## config.mk

```make
export PLATFORM = sky130hd
export DESIGN_NAME = csv_field_splitter_unit
export DESIGN_NICKNAME = d
export VERILOG_FILES = /design/src/rtl/core/cfs_pkg.sv /design/src/rtl/core/csv_field_splitter_unit.sv /design/src/rtl/core/cfs_apb_regs.sv /design/src/rtl/core/cfs_split.sv /design/src/rtl/core/cfs_res_buf.sv
export SDC_FILE = /design/constraint.sdc
export NUM_CORES = 1
export LEC_CHECK = 0
export BUFFER_PORTS_ARGS = -buffer_cell sky130_fd_sc_hd__buf_2
export CORE_AREA = 4 4 110 112
export DETAILED_ROUTE_END_ITERATION = 6
export DIE_AREA = 0 0 114 116
export PLACE_DENSITY_LB_ADDON = 0.3
export SETUP_SLACK_MARGIN = 0.4
export SLEW_MARGIN = 10
export SYNTH_ARGS = -nofsm -noshare
export SYNTH_HDL_FRONTEND = slang
export SYNTH_SLANG_ARGS = --single-unit
```

## constraint.sdc

```tcl
create_clock -name clk_i -period 13.6 [get_ports clk_i]
set_input_delay 0.68 -clock clk_i [delete_from_list [all_inputs] [get_ports clk_i]]
set_output_delay 0.68 -clock clk_i [all_outputs]
set_load 0.01 [all_outputs]
```

## src/rtl/core/cfs_pkg.sv

```systemverilog
// Shared types and constants of the CSV field splitter.
package cfs_pkg;

  localparam int unsigned MaxRes   = 4;
  localparam int unsigned ResIdxW  = $clog2(MaxRes);
  localparam int unsigned ResCntW  = $clog2(MaxRes + 1);
  localparam int unsigned PaddrW   = 3;
  localparam int unsigned PdataW   = 32;

  localparam logic [7:0] QuoteByte  = 8'h22;
  localparam logic [7:0] LfByte     = 8'h0A;
  localparam logic [7:0] CrByte     = 8'h0D;
  localparam logic [7:0] NulByte    = 8'h00;
  localparam logic [7:0] DelimReset = 8'd44;
  localparam logic [2:0] MinLen     = 3'd2;

  // register index is the word address, paddr[2]
  localparam logic RegDelimiter = 1'b0;

  typedef struct packed {
    logic [7:0] data;
    logic       vld;
    logic       fend;
  } res_t;

  typedef struct packed {
    res_t [MaxRes-1:0]  res;
    logic [ResCntW-1:0] cnt;
    logic               line_end;
  } pkt_t;

endpackage

```

## src/rtl/core/csv_field_splitter_unit.sv

```systemverilog
// Top level of the CSV field splitter: registers, splitting logic and result register.
//
//   channel | direction | handshake               | payload
//   in      | input     | in_valid_i / in_stall_o   | data_byte_i, last_in_line_i
//   out     | output    | out_valid_o / out_stall_i | field_byte_o, byte_valid_o,
//           |           |                         | field_end_o, line_end_o
//   cfg     | APB       | psel, penable, pready     | paddr, pwdata, prdata
//
// One byte per cycle while each byte yields at most one result and output is unstalled;
// results go through the input and result registers. A byte giving n results (up to 4
// on the line's last byte) holds the result register, draining one per unstalled cycle.
// Reset clears line state and sets the delimiter to comma. Output stalls back up
// through the result register into the input register.
module csv_field_splitter_unit (
  input  logic                        clk_i,
  input  logic                        rst_ni,
  input  logic                        in_valid_i,
  output logic                        in_stall_o,
  input  logic [7:0]                  data_byte_i,
  input  logic                        last_in_line_i,
  output logic                        out_valid_o,
  input  logic                        out_stall_i,
  output logic [7:0]                  field_byte_o,
  output logic                        byte_valid_o,
  output logic                        field_end_o,
  output logic                        line_end_o,
  input  logic                        psel,
  input  logic                        penable,
  input  logic                        pwrite,
  input  logic [cfs_pkg::PaddrW-1:0]  paddr,
  input  logic [cfs_pkg::PdataW-1:0]  pwdata,
  output logic [cfs_pkg::PdataW-1:0]  prdata,
  output logic                        pready
);
  import cfs_pkg::*;

  logic [7:0] delimiter;
  logic       buf_free;
  logic       pkt_load;
  pkt_t       pkt;

  cfs_apb_regs u_regs (
    .clk_i       (clk_i),
    .rst_ni      (rst_ni),
    .psel        (psel),
    .penable     (penable),
    .pwrite      (pwrite),
    .paddr       (paddr),
    .pwdata      (pwdata),
    .prdata      (prdata),
    .pready      (pready),
    .delimiter_o (delimiter)
  );

  cfs_split u_split (
    .clk_i          (clk_i),
    .rst_ni         (rst_ni),
    .in_valid_i     (in_valid_i),
    .in_stall_o     (in_stall_o),
    .data_byte_i    (data_byte_i),
    .last_in_line_i (last_in_line_i),
    .delimiter_i    (delimiter),
    .buf_free_i     (buf_free),
    .pkt_load_o     (pkt_load),
    .pkt_o          (pkt)
  );

  cfs_res_buf u_res_buf (
    .clk_i        (clk_i),
    .rst_ni       (rst_ni),
    .pkt_load_i   (pkt_load),
    .pkt_i        (pkt),
    .buf_free_o   (buf_free),
    .out_valid_o  (out_valid_o),
    .out_stall_i  (out_stall_i),
    .field_byte_o (field_byte_o),
    .byte_valid_o (byte_valid_o),
    .field_end_o  (field_end_o),
    .line_end_o   (line_end_o)
  );

endmodule

```

## src/rtl/core/cfs_apb_regs.sv

```systemverilog
// APB register block holding the field delimiter.
module cfs_apb_regs (
  input  logic                        clk_i,
  input  logic                        rst_ni,
  input  logic                        psel,
  input  logic                        penable,
  input  logic                        pwrite,
  input  logic [cfs_pkg::PaddrW-1:0]  paddr,
  input  logic [cfs_pkg::PdataW-1:0]  pwdata,
  output logic [cfs_pkg::PdataW-1:0]  prdata,
  output logic                        pready,
  output logic [7:0]                  delimiter_o
);
  import cfs_pkg::*;

  logic [7:0] delim_q;
  logic       wr_en;

  assign pready = 1'b1;
  assign wr_en  = psel && penable && pwrite && (paddr[2] == RegDelimiter);

  always_ff @(posedge clk_i or negedge rst_ni) begin
    if (!rst_ni) begin
      delim_q <= DelimReset;
    end else if (wr_en) begin
      delim_q <= pwdata[7:0];
    end
  end

  always_comb begin
    prdata = '0;
    if (paddr[2] == RegDelimiter) begin
      prdata = {{(PdataW-8){1'b0}}, delim_q};
    end
  end

  assign delimiter_o = delim_q;

endmodule

```

## src/rtl/core/cfs_split.sv

```systemverilog
// Input register, line state and the per-byte splitting logic.
module cfs_split (
  input  logic               clk_i,
  input  logic               rst_ni,
  input  logic               in_valid_i,
  output logic               in_stall_o,
  input  logic [7:0]         data_byte_i,
  input  logic               last_in_line_i,
  input  logic [7:0]         delimiter_i,
  input  logic               buf_free_i,
  output logic               pkt_load_o,
  output cfs_pkg::pkt_t      pkt_o
);
  import cfs_pkg::*;

  typedef struct packed {
    pkt_t pkt;
    logic iq;
    logic two;
    logic lf_end;
  } step_t;

  function automatic pkt_t push(pkt_t p, logic [7:0] b, logic v, logic f);
    pkt_t r;
    r = p;
    if (r.cnt < ResCntW'(MaxRes)) begin
      r.res[r.cnt[ResIdxW-1:0]] = '{data: b, vld: v, fend: f};
      r.cnt = r.cnt + 1'b1;
    end
    return r;
  endfunction

  function automatic step_t do_byte(pkt_t p, logic iq, logic [7:0] b, logic has_n,
                                    logic [7:0] n, logic has_nn, logic [7:0] nn,
                                    logic [7:0] delim);
    step_t s;
    s.pkt    = p;
    s.iq     = iq;
    s.two    = 1'b0;
    s.lf_end = 1'b0;
    if (!iq && (b == delim || b == LfByte)) begin
      s.pkt    = push(p, NulByte, 1'b0, 1'b1);
      s.lf_end = (b != delim);
    end else if (b == QuoteByte) begin
      if (has_n && n == QuoteByte) begin
        if (iq || (has_nn && nn != delim)) begin
          s.pkt = push(p, QuoteByte, 1'b1, 1'b0);
        end
        s.two = 1'b1;
      end else begin
        s.iq = !iq;
      end
    end else begin
      s.pkt = push(p, b, 1'b1, 1'b0);
    end
    return s;
  endfunction

  // input register
  logic       s0_valid_q;
  logic [7:0] s0_byte_q;
  logic       s0_last_q;
  logic       advance;
  logic       accept;

  // line state
  logic       iq_q, iq_d;
  logic [7:0] la0_q, la0_d, la1_q, la1_d;
  logic [1:0] cnt_q, cnt_d;
  logic [1:0] seen_q, seen_d;
  logic       hq_q, hq_d;

  pkt_t       pkt;
  step_t      st;
  logic       two;
  logic       skip;
  logic       lf_end;
  logic       iqv;
  logic [7:0] rem [5];
  logic [2:0] rlen;
  logic [2:0] seen_sum;

  always_comb begin
    pkt      = '0;
    st       = '0;
    two      = 1'b0;
    skip     = 1'b0;
    lf_end   = 1'b0;
    iqv      = iq_q;
    rlen     = '0;
    seen_sum = '0;
    iq_d     = iq_q;
    la0_d    = la0_q;
    la1_d    = la1_q;
    cnt_d    = cnt_q;
    seen_d   = seen_q;
    hq_d     = hq_q;
    for (int i = 0; i < 5; i++) begin
      rem[i] = NulByte;
    end

    if (!s0_last_q) begin
      if (hq_q && cnt_q != 2'd0) begin
        if (la0_q != delimiter_i) begin
          pkt = push(pkt, QuoteByte, 1'b1, 1'b0);
        end
        hq_d = 1'b0;
      end
      if (cnt_q < 2'd2) begin
        if (cnt_q == 2'd0) begin
          la0_d = s0_byte_q;
        end else begin
          la1_d = s0_byte_q;
        end
        cnt_d = cnt_q + 2'd1;
      end else begin
        if (!iq_q && la0_q != delimiter_i && la0_q == QuoteByte && la1_q == QuoteByte &&
            s0_byte_q == CrByte) begin
          hq_d = 1'b1;
          two  = 1'b1;
        end else begin
          st   = do_byte(pkt, iq_q, la0_q, 1'b1, la1_q, 1'b1, s0_byte_q, delimiter_i);
          pkt  = st.pkt;
          iq_d = st.iq;
          two  = st.two;
        end
        seen_sum = {1'b0, seen_q} + (two ? 3'd2 : 3'd1);
        seen_d   = (seen_sum > 3'd2) ? 2'd2 : seen_sum[1:0];
        if (two) begin
          la0_d = s0_byte_q;
          la1_d = NulByte;
          cnt_d = 2'd1;
        end else begin
          la0_d = la1_q;
          la1_d = s0_byte_q;
          cnt_d = 2'd2;
        end
      end
    end else begin
      if (cnt_q == 2'd0) begin
        rem[0] = s0_byte_q;
        rlen   = 3'd1;
      end else if (cnt_q == 2'd1) begin
        rem[0] = la0_q;
        rem[1] = s0_byte_q;
        rlen   = 3'd2;
      end else begin
        rem[0] = la0_q;
        rem[1] = la1_q;
        rem[2] = s0_byte_q;
        rlen   = 3'd3;
      end
      if (s0_byte_q == LfByte) begin
        rlen = rlen - 3'd1;
        if (rlen != 3'd0 && rem[rlen[1:0] - 2'd1] == CrByte) begin
          rlen = rlen - 3'd1;
        end
      end
      if (!(seen_q == 2'd0 && !hq_q && rlen < MinLen)) begin
        if (hq_q && rlen != 3'd0 && rem[0] != delimiter_i) begin
          pkt = push(pkt, QuoteByte, 1'b1, 1'b0);
        end
        for (int j = 0; j < 3; j++) begin
          if (skip) begin
            skip = 1'b0;
          end else if (3'(j) < rlen) begin
            st = do_byte(pkt, iqv, rem[j], 3'(j + 1) < rlen, rem[j + 1],
                         3'(j + 2) < rlen, rem[j + 2], delimiter_i);
            pkt    = st.pkt;
            iqv    = st.iq;
            lf_end = st.lf_end;
            skip   = st.two;
          end
        end
        if (!lf_end) begin
          pkt = push(pkt, NulByte, 1'b0, 1'b1);
        end
        pkt.line_end = 1'b1;
      end
      iq_d   = 1'b0;
      la0_d  = NulByte;
      la1_d  = NulByte;
      cnt_d  = 2'd0;
      seen_d = 2'd0;
      hq_d   = 1'b0;
    end
  end

  assign advance    = s0_valid_q && (buf_free_i || pkt.cnt == '0);
  assign in_stall_o = s0_valid_q && !advance;
  assign accept     = in_valid_i && !in_stall_o;
  assign pkt_load_o = advance && pkt.cnt != '0;
  assign pkt_o      = pkt;

  always_ff @(posedge clk_i or negedge rst_ni) begin
    if (!rst_ni) begin
      s0_valid_q <= 1'b0;
    end else if (accept) begin
      s0_valid_q <= 1'b1;
    end else if (advance) begin
      s0_valid_q <= 1'b0;
    end
  end

  always_ff @(posedge clk_i) begin
    if (accept) begin
      s0_byte_q <= data_byte_i;
      s0_last_q <= last_in_line_i;
    end
  end

  always_ff @(posedge clk_i or negedge rst_ni) begin
    if (!rst_ni) begin
      iq_q   <= 1'b0;
      la0_q  <= '0;
      la1_q  <= '0;
      cnt_q  <= '0;
      seen_q <= '0;
      hq_q   <= 1'b0;
    end else if (advance) begin
      iq_q   <= iq_d;
      la0_q  <= la0_d;
      la1_q  <= la1_d;
      cnt_q  <= cnt_d;
      seen_q <= seen_d;
      hq_q   <= hq_d;
    end
  end

endmodule

```

## src/rtl/core/cfs_res_buf.sv

```systemverilog
// Result register: holds one item's results and hands them out one per beat.
module cfs_res_buf (
  input  logic          clk_i,
  input  logic          rst_ni,
  input  logic          pkt_load_i,
  input  cfs_pkg::pkt_t pkt_i,
  output logic          buf_free_o,
  output logic          out_valid_o,
  input  logic          out_stall_i,
  output logic [7:0]    field_byte_o,
  output logic          byte_valid_o,
  output logic          field_end_o,
  output logic          line_end_o
);
  import cfs_pkg::*;

  res_t [MaxRes-1:0]  res_q;
  logic [ResCntW-1:0] cnt_q;
  logic [ResIdxW-1:0] idx_q;
  logic               line_q;
  logic               busy_q;
  logic               take;
  logic               at_last;

  assign at_last    = ({1'b0, idx_q} == (cnt_q - 1'b1));
  assign take       = busy_q && !out_stall_i;
  assign buf_free_o = !busy_q || (take && at_last);

  assign out_valid_o  = busy_q;
  assign field_byte_o = res_q[idx_q].data;
  assign byte_valid_o = res_q[idx_q].vld;
  assign field_end_o  = res_q[idx_q].fend;
  assign line_end_o   = line_q && at_last;

  always_ff @(posedge clk_i or negedge rst_ni) begin
    if (!rst_ni) begin
      busy_q <= 1'b0;
      idx_q  <= '0;
    end else if (pkt_load_i) begin
      busy_q <= 1'b1;
      idx_q  <= '0;
    end else if (take && at_last) begin
      busy_q <= 1'b0;
    end else if (take) begin
      idx_q  <= idx_q + 1'b1;
    end
  end

  always_ff @(posedge clk_i) begin
    if (pkt_load_i) begin
      res_q  <= pkt_i.res;
      cnt_q  <= pkt_i.cnt;
      line_q <= pkt_i.line_end;
    end
  end

endmodule
```

==> results of run 1 <==
cell usage after synthesis (7+ instances only):
cell                         n
sky130_fd_sc_hd__a211oi_1    8
sky130_fd_sc_hd__a21boi_0   10
sky130_fd_sc_hd__a21o_1      7
sky130_fd_sc_hd__a21oi_1    55
sky130_fd_sc_hd__a31oi_1     9
sky130_fd_sc_hd__a32o_1     18
sky130_fd_sc_hd__and2_1     11
sky130_fd_sc_hd__and3_1     11
sky130_fd_sc_hd__buf_2       8
sky130_fd_sc_hd__buf_4      26
sky130_fd_sc_hd__clkbuf_1   29
sky130_fd_sc_hd__dfrtp_1    31
sky130_fd_sc_hd__edfxtp_1   53
sky130_fd_sc_hd__ha_1       16
sky130_fd_sc_hd__inv_1      35
sky130_fd_sc_hd__mux2_2     14
sky130_fd_sc_hd__mux2i_1    16
sky130_fd_sc_hd__mux4_2     10
sky130_fd_sc_hd__nand2_1    62
sky130_fd_sc_hd__nand3_1    39
sky130_fd_sc_hd__nand4_1    17
sky130_fd_sc_hd__nor2_1     59
sky130_fd_sc_hd__nor2b_1    19
sky130_fd_sc_hd__nor3_1     15
sky130_fd_sc_hd__o21ai_0    32
sky130_fd_sc_hd__o221ai_1    8
sky130_fd_sc_hd__o2bb2ai_1  12
sky130_fd_sc_hd__xnor2_1    10
sky130_fd_sc_hd__xor2_1     14
per-stage QoR:
| stage | worst slack, ps | instances | area [um2] |
|---|---|---|---|
| 2_1_floorplan | 6398 | 803 | 7137 |
| 3_3_place_gp | 5712 | 925 | 7207 |
| 3_5_place_dp | 5433 | 925 | 7207 |
| 4_1_cts | 5322 | 941 | 7491 |
| 5_1_grt | 4689 | 941 | 7491 |
| 6_report | 5146 | 941 | 7491 |
state kept, by name, indices dropped and copies added (netlist names):
| register | flops |
|---|---|
| u_split.hq_q | 1 |
| u_res_buf.cnt_q | 3 |
| u_regs.delimiter_o | 8 |
| u_split.cnt_q | 2 |
| u_res_buf.line_q | 1 |
| u_split.s0_valid_q | 1 |
| u_split.iq_q | 1 |
| u_split.seen_q | 2 |
| u_split.s0_last_q | 1 |
| u_res_buf.res_q | 40 |
| u_res_buf.idx_q | 2 |
| u_split.la0_q | 8 |
| u_split.s0_byte_q | 8 |
| u_split.la1_q | 8 |
| u_res_buf.out_valid_o | 1 |
final cells by class:
class	count	share of cell area (%)
Clock buffer	11	3.240
Clock inverter	5	0.5512
Inverter	39	1.954
Multi-Input combinational cell	607	55.80
Sequential cell	87	32.65
Tap cell	143	2.389
Timing Repair Buffer	49	3.407
metal layers:
layer,global-route usage (%),up-vias,part of all wire [%]
met5,0,-,0
li1,-,2916,-
met2,54.06,481,47
met3,6.893,101,10
met1,43.68,3107,39
met4,13.62,0,4.1
cell usage in the layout (no fill, tap or decap), types with 10 or more instances in the layout:
cell type                   count
sky130_fd_sc_hd__nand2_1       62
sky130_fd_sc_hd__nor2_1        58
sky130_fd_sc_hd__a21oi_1       55
sky130_fd_sc_hd__edfxtp_1      53
sky130_fd_sc_hd__buf_2         45
sky130_fd_sc_hd__nand3_1       39
sky130_fd_sc_hd__inv_1         35
sky130_fd_sc_hd__o21ai_0       32
sky130_fd_sc_hd__dfrtp_1       31
sky130_fd_sc_hd__conb_1        25
sky130_fd_sc_hd__nor2b_1       19
sky130_fd_sc_hd__a32o_1        18
sky130_fd_sc_hd__nand4_1       17
sky130_fd_sc_hd__mux2i_1       16
sky130_fd_sc_hd__ha_1          16
sky130_fd_sc_hd__nor3_1        15
sky130_fd_sc_hd__xor2_1        14
sky130_fd_sc_hd__mux2_2        14
sky130_fd_sc_hd__o2bb2ai_1     12
sky130_fd_sc_hd__and2_1        11
sky130_fd_sc_hd__and3_1        11
sky130_fd_sc_hd__xnor2_1       10
sky130_fd_sc_hd__mux4_2        10
sky130_fd_sc_hd__a21boi_0      10
final timing paths:
kind                                                     from                              to  cells past startpoint
max in group asynchronous                              rst_ni  u_res_buf.idx_q[1]$_DFFE_PN0P_                      1
worst max register to register   u_split.cnt_q[0]$_DFFE_PN0P_  u_split.s0_byte_q[7]$_DFFE_PP_                     24
worst min-delay path                                   rst_ni    u_split.la0_q[4]$_DFFE_PN0P_                      1
worst min register to register  u_split.seen_q[0]$_DFFE_PN0P_   u_split.seen_q[0]$_DFFE_PN0P_                      1
worst max-delay path             u_split.cnt_q[0]$_DFFE_PN0P_                      in_stall_o                     24
min in group clk_i                             last_in_line_i     u_split.s0_last_q$_DFFE_PP_                      1
critical path, delay by kind of cell, from the launching register on:
kind | cells | cell delay [ps]
adders and majority gates | 4 | 1360
and+or+nand+nor | 10 | 3030
muxes | 2 | 610
buffers and inverters | 3 | 450
AOI/OAI and AO/OA | 5 | 1330
DFF | 1 | 620
cells by family (layout without fill, tap and decap cells):
logic type | after synthesis | after routing
flops | 87 | 87
simple gates | 277 | 277
buf+inv | 109 | 104
other cells | 2 | 25
compound gates | 221 | 221
mux | 43 | 43
fa+ha+maj | 17 | 17
xor+xnor | 24 | 24
power breakdown:
group / total (uW) / switching, uW / leakage [uW] / internal, uW
logic: 891 / 543 / 0.00192 / 348
clock network: 242 / 112 / 0.000132 / 130
registers: 526 / 133 / 0.000916 / 394
==> results.txt, run 1 <==
* Cell type of the slowest stage on the worst timing path: sky130_fd_sc_hd__dfrtp_1
- Clock edge transition at the registers on the reported setup and hold paths: 70 ps
- After the last flow step, the layout net total stands at 861.
- CTS tree: yes
- CP cell instances: or2_1, nor4_1, nand3_1, nand3_1, nor2_1, ha_1, a21o_1, nand3_1, o32a_1, a21oi_1, inv_1, ha_1, mux2i_1, inv_1, ha_1, mux2i_1, ha_1, nor2_1, nor2_1, a211oi_1, o21ai_1, nor3_1, nor3_1, buf_2
- The top cell type by area accounts for 22.57% of the synthesized area.
- The run finished with clean final reports.
- Initial Util: 62.82%
- 0 antenna diodes ended up in the layout.
* Clock buffer count from CTS: 9
- Most area-consuming cells after synthesis: sky130_fd_sc_hd__edfxtp_1 23%, sky130_fd_sc_hd__dfrtp_1 11%, sky130_fd_sc_hd__a21oi_1 3.9%
* Count of buffers inserted at the top-level ports: 45
- Synthesis warning total: 0
* Register bit count reported by yosys: 87
- The critical path is of the reg2out type.
* Maximum buffer depth of the clock tree: 2
- Headroom to the max-slew limit came out at 24.66%.
* Compound-Gate Fraction of Synth Area: 22.84%
- Among the stages of the critical path, the cell type that occurs most often is sky130_fd_sc_hd__ha_1.
- Detailed-routing iteration count for the pre-antenna-repair pass: 6
- Launching element type of the critical path: flop
- The synthesized design contains 53 enable-type register cells.
- Data arrives at the worst endpoint at 7770 ps.
- In the routed design, unresolved DRC markers number 0.
- Global placer's final weighted congestion: 0.9963
* RSZ-0062 raised after global routing: no
* Die ar.: 0.01322 mm2
- At the pin with the least slew margin, the transition time is 1127 ps.
- Number of endpoints with negative hold slack in the final report: 0
- For the final routed database, the setup TNS stands at 0 ps.
- Critical Path End Type: output pin
- Placed wire-length estimate after detailed placement: 16680 um
* Area growth from synthesis to layout: 6.247%
- Synthesized-area fraction occupied by and/or/nand/nor cells: 20.73%
* MaxCap Viol Count: 0
- Fill cells in the final layout number 948.
- Averaged over all synthesized cells, the footprint is 9.039 um2.
- Area occupied by multi-input gates: 0.004180 mm2
* Worst setup skew after layout: 15.01 ps
* Crit share post-route: 62.16%
* Worst Hold Class: in2async
* Number of vias after detailed routing: 6605
- The number of pins with negative max-slew slack in the final report was 0.
* Vias per Instance: 7.019
- After detailed routing, the total wire length is 21900 um.
- Worst hold slack: 438.8 ps
- The setup check on the worst reg-to-reg path leaves a slack of 5270 ps.
- Total setup violations reported at the end of the flow: 0
- Multiplexer share of the synthesized area: 8.181%
* Async SR Flop Fraction: 39.08%
* Maximum number of pins on one net before global-route repair: 45
- Starting DRC count in detailed routing: 1113
* Minimum clock period: 8454 ps
- The floorplan step set the die height to 116 um.
- For this run, the share of the core covered by cells in the final layout is 66.74%.
- For this design the top-level I/O count stands at 97.
- The initial antenna violation count came to 0.
- The core region is 0.01122 mm2.
- Along the worst path, the maximum fanout reaches 18.
* Die width: 114 um
- In this run the cell area of the synthesized design comes to 0.007051 mm2.
- CTS Root Buffer Type: sky130_fd_sc_hd__clkbuf_16
* Static power due to leakage: 0.002972 uW
- In the final layout, flip-flops and latches occupy 0.002446 mm2.
- Summing the areas of all fa, ha and maj instances in the mapped netlist gives 3.123% of the synthesized area.
- Wire length of the first global-routing pass: 34180 um
- After technology mapping, the gate count stands at 780.
- Fraction of final layout cells sized beyond drive strength 1: 15.04%
* Overflow left after global routing: 0
* Largest area contributor in the synthesized netlist: sky130_fd_sc_hd__edfxtp_1
* Count of hold-fix buffers inserted at cts: 0
* Largest family of logic cells by synthesized area: compound AO/OA/AOI/OAI gates
* Post-CTS Setup Inserts: 0
* Share of the yosys chip area belonging to registers: 34.69%
- The number of global-route vias before repair was 6207.
* All-layer global routing usage: 33.28%
- Post-CTS repair changed the size of 0 cells.
* Most used DFF post-synth: sky130_fd_sc_hd__edfxtp_1
- Required time of the worst setup path: 12920 ps
- Clock insertion delay at the later pin of the skew report: 350 ps
- Count of standard-cell rows: 39
- For this design the ratio of total power to cell area is 221.6 mW/mm2.
- CTS saw 87 sinks.
- Deepest level of the CTS H-tree: 3
- Of the total synthesized cell area, the portion taken by XOR and XNOR cells is 2.981%.
* Detail Route Antenna Nets: 0
* Overall power of the completed layout: 1660 uW
- Maximum vdd drop: 0.0001301 V
- The largest single stage delay on the critical path is 620 ps.
- The netlist uses 89 different library cells.
- In the final routed layout, each cell accounts on average for 23.28 um.
* Max frequency: 118.3 MHz
Power figures use the tool's default switching activity.
==> run 2, diff against run 1 <==
- ABC_AREA: unset -> 1
- CORE_AREA: 4 4 110 112 -> 4 4 116 118
- DIE_AREA: 0 0 114 116 -> 0 0 120 122
- clock period: 13.6 -> 8.8 ns (I/O delays scaled with it)
==> run 2 against run 1 <==
Compared with the run above: via count rose by 14%; routed wire length increased by 5.3%; cell area up 2.8%; first-iteration DRC count decreased by 11%; sequential share of layout area shrank 0.88 points; sequential power rose by 66%; final cell count up 35%; total power grew 92%; flip-flop and latch count did not move; global-route usage decreased by 1.8 points; critical path depth rose by 11; largest cell class unchanged; largest power group unchanged.
==> results.txt, run 2 <==
- The antenna diode count is 0 (unchanged).
- Number of resized instances in the post-cts repair step: 0 (unchanged)
- All-layer global routing usage: 31.48% (was 33.28%)
- Critical Path End Type: flop (was output pin)
* Maximum vdd drop: 0.0002044 V (was 0.0001301 V)
- Number of endpoints with negative hold slack in the final report: 0 (unchanged)
- Measured slew at the worst slew-check pin: 961.6 ps (was 1127 ps)
- The async set-reset flop share out of synthesis came to 39.08% (unchanged).
- The number of enable-type register cells in the synthesized netlist was 53 (unchanged).
* Total Neg Setup Slack: 0 ps (unchanged)
* Maximum buffer depth of the clock tree: 2 (unchanged)
- Worst r2r src: u_split.cnt_q[1]$_DFFE_PN0P_ (was u_split.cnt_q[0]$_DFFE_PN0P_)
* Cell with the most instances after synthesis: sky130_fd_sc_hd__nand2_1 (unchanged)
* MaxCap Viol Count: 0 (unchanged)
- The areal power density over the cells is 413.4 mW/mm2 (was 221.6 mW/mm2).
- The number of pins with negative max-slew slack in the final report is 0 (unchanged).
- CTS Root Buffer Type: sky130_fd_sc_hd__clkbuf_16 (unchanged)
* Die width: 120 um (was 114 um)
- Number of vias after detailed routing: 7559 (was 6605)
- Initial Util: 57.83% (was 62.82%)
- Remaining DRCs: 0 (unchanged)
* Register bit count reported by yosys: 87 (unchanged)
- Count of standard-cell rows: 41 (was 39)
- Antenna violations before repair: 1 (was 0)
- Maximum number of pins on one net before global-route repair: 45 (unchanged)
- Clock buffer count from CTS: 9 (unchanged)
- Worst Hold Class: in2async (unchanged)
- Starting DRC count in detailed routing: 995 (was 1113)
- The die height was 122 um (was 116 um).
- The type of the worst setup path is reg2reg (was reg2out).
* Cells after Synth: 1061 (was 780)
- The total routed wirelength was 23060 um (was 21900 um).
- Synth top cells by count: 293 x sky130_fd_sc_hd__nand2_1, 124 x sky130_fd_sc_hd__inv_1, 118 x sky130_fd_sc_hd__nor2_1 (was 62 x sky130_fd_sc_hd__nand2_1, 59 x sky130_fd_sc_hd__nor2_1, 55 x sky130_fd_sc_hd__a21oi_1)
- Placed wire-length estimate after detailed placement: 17660 um (was 16680 um)
- The number of flip-flops under the largest register name was 40 (unchanged).
- After layout, the worst path uses 81.55% of the clock period.
- Final standard cell count with taps included and fillers excluded: 1266 (was 941)
- The count of TritonRoute iterations in the first routing pass came to 6 (unchanged).
- The top cell type by total area after synthesis is sky130_fd_sc_hd__edfxtp_1 (unchanged).
- Minimum clock period: 7177 ps
- Total setup violations reported at the end of the flow: 0 (unchanged)
- Area growth from synthesis to layout: 6.768% (was 6.247%)
- Area share of the largest cell type after synthesis: 22.08% (was 22.57%)
- The register containing the most flip-flops in the final layout was u_res_buf.res_q (unchanged).
- The detail-routed net length per standard cell came to 18.21 um (was 23.28 um).
- The length in cells of the worst reg-to-reg path came to 35 (was 24).
* Overall power of the completed layout: 3182 uW (was 1660 uW)
* Critical register-to-register path endpoint: u_res_buf.res_q[2]$_DFFE_PP_ (was u_split.s0_byte_q[7]$_DFFE_PP_)
- IO Count: 97 (unchanged)
- CTS tree: yes (unchanged)
- The cell repeated most along the worst path was sky130_fd_sc_hd__nand2_1 (was sky130_fd_sc_hd__ha_1).
* Worst hold slack: 157.1 ps (was 438.8 ps)
* Share of the yosys chip area belonging to registers: 33.93% (was 34.69%)
- The count of buffers from port buffering came to 45 (unchanged).
- The required time of the critical path was 8790 ps (was 12920 ps).
* Via count of the first global-routing pass: 6770 (was 6207)
- Worst setup skew after layout: 11.17 ps (was 15.01 ps)
- The H-tree depth is 3 (unchanged).
* Result of the run: finished, final reports clean (unchanged)
- Overflow left after global routing: 0 (unchanged)
- Based on the critical path, the design can be clocked at up to 139.3 MHz.
* Worst slew margin: 35.08% (was 24.66%)
- The mapped cell area came to 0.007209 mm2 (was 0.007051 mm2).
* Worst EP arrival: 7160 ps (was 7770 ps)
- The area of the die is 0.01464 mm2 (was 0.01322 mm2).
* Cell type of the slowest stage on the worst timing path: sky130_fd_sc_hd__dfrtp_1 (unchanged)
* Clock insertion delay at the later pin of the skew report: 360 ps (was 350 ps)
* Total number of clock tree sinks: 87 (unchanged)
- RSZ-0062 raised after global routing: no (unchanged).
- The weighted congestion at the end of routability-driven global placement was 1.109 (was 0.9963).
- Most area-consuming cells after synthesis: sky130_fd_sc_hd__edfxtp_1 22%, sky130_fd_sc_hd__nand2_1 15%, sky130_fd_sc_hd__dfrtp_1 11% (was sky130_fd_sc_hd__edfxtp_1 23%, sky130_fd_sc_hd__dfrtp_1 11%, sky130_fd_sc_hd__a21oi_1 3.9%).
- Most used cells in the layout excluding fill and tap cells: 293 x sky130_fd_sc_hd__nand2_1, 124 x sky130_fd_sc_hd__inv_1, 118 x sky130_fd_sc_hd__nor2_1, 75 x sky130_fd_sc_hd__nand3_1, 74 x sky130_fd_sc_hd__o21ai_0 (was 62 x sky130_fd_sc_hd__nand2_1, 58 x sky130_fd_sc_hd__nor2_1, 55 x sky130_fd_sc_hd__a21oi_1, 53 x sky130_fd_sc_hd__edfxtp_1, 45 x sky130_fd_sc_hd__buf_2)
- Wire length of the first global-routing pass: 35740 um (was 34180 um)
* Synthesis warning total: 0 (unchanged)
- The clock edge transition at the registers on the reported setup and hold paths was 70 ps (about the same).
* Vias per Instance: 5.971 (was 7.019)
- The mean post-synth cell area came to 6.795 um2 (was 9.039 um2).
* Post-CTS Setup Inserts: 0 (unchanged)
* Launching element type of the critical path: flop (unchanged)
* Layout Utilization: 61.75% (was 66.74%)
- The hold-fix buffer count after cts came to 0 (unchanged).
- The core area is 0.01247 mm2 (was 0.01122 mm2).
* Fraction of final layout cells sized beyond drive strength 1: 10.60% (was 15.04%)
* Final Net Count: 1157 (was 861)
- Maximum fanout count along the critical path: 44 (was 18)
* Flop2flop setup slack: 1620 ps (was 5270 ps)
- Most used DFF post-synth: sky130_fd_sc_hd__edfxtp_1 (unchanged)
* Filler Cell Count: 1195 (was 948)
* Detail Route Antenna Nets: 0 (unchanged)
- The number of cells after detailed placement is 1250 (was 925).
- Count of cell types in the netlist: 54 (was 89)
* Highest cell delay on the worst timing path: 910 ps (was 620 ps)
- Most common library cell in the layout ignoring fill and taps: sky130_fd_sc_hd__nand2_1 (unchanged)
- Static power due to leakage: 0.003690 uW (was 0.002972 uW)
## run 2: cell count changes after synthesis, sizes merged, moves of 31 or more
cell	previous run	this run
inv	36	132
nand2	62	316
nand3	40	81
nor2	60	128
o21ai	38	77
o22ai	5	36
## run 2: kinds of logic (layout without fill, tap and decap cells)
logic type,count (synthesis),in the layout,synth area share [%]
compound gates,192,192,15.90
xor+xnor,8,8,0.9719
simple gates,567,567,34.29
buf+inv,188,198,11.75
other cells,2,25,0.1042
flops,87,87,33.93
fa+ha+maj,17,17,3.054
## run 2: how the worst max path moves through the flow
stage	from	end	cells past startpoint
6_report	u_split.cnt_q[1]$_DFFE_PN0P_	u_res_buf.res_q[2]$_DFFE_PP_	35
5_1_grt	u_split.cnt_q[1]$_DFFE_PN0P_	u_res_buf.res_q[8]$_DFFE_PP_	35
3_3_place_gp	u_split.cnt_q[1]$_DFFE_PN0P_	u_res_buf.res_q[12]$_DFFE_PP_	35
4_1_cts	u_split.cnt_q[1]$_DFFE_PN0P_	u_res_buf.res_q[12]$_DFFE_PP_	35
3_5_place_dp	u_split.cnt_q[1]$_DFFE_PN0P_	u_res_buf.res_q[12]$_DFFE_PP_	35
2_1_floorplan	u_split.cnt_q[1]$_DFFE_PN0P_	u_res_buf.cnt_q[0]$_DFFE_PP_	37
## run 2: layout make-up
cell class / count / area, um2 / area share, %
clock inverters: 4 / 26.28 / 0.3414
well taps: 172 / 215.2 / 2.796
clock buffers: 12 / 257.7 / 3.349
flip-flops and latches: 87 / 2446 / 31.78
inverters: 135 / 509.2 / 6.616
multi-input cells: 809 / 4003 / 52.00
repair buffers: 47 / 240.2 / 3.121
## run 2: worst max-delay path: cells and delay by family, from the launching register on
family	cells	cell delay [ps]
AO/OA/AOI/OAI	4	590
adder cells (fa/ha/maj)	4	1200
buffers and inverters	8	1250
flip-flops	1	910
AND/OR/NAND/NOR	19	2780
## run 2: layer usage
layer | share of wire, % | global-route usage (%) | wire [um]
met1 | 40 | 42.40 | 9315
met2 | 44 | 48.47 | 10140
met3 | 11 | 6.778 | 2471
met4 | 4.8 | 15.10 | 1110
met5 | 0.078 | 0 | 18
## run 2: stage by stage
step	cell area [um2]	worst slack (ps)
finish	7697	1623
global route	7697	1059
floorplan	7296	3119
CTS	7697	1718
detailed placement	7413	1742
global placement	7413	1792
## run 2: report_power, final
group	leakage, uW	total [uW]	internal, uW	switching (uW)
sequential	0.000927	871	704	168
combinational	0.00262	1940	549	1390
clock	0.000143	371	210	161
total	0.00369	3180	1460	1720
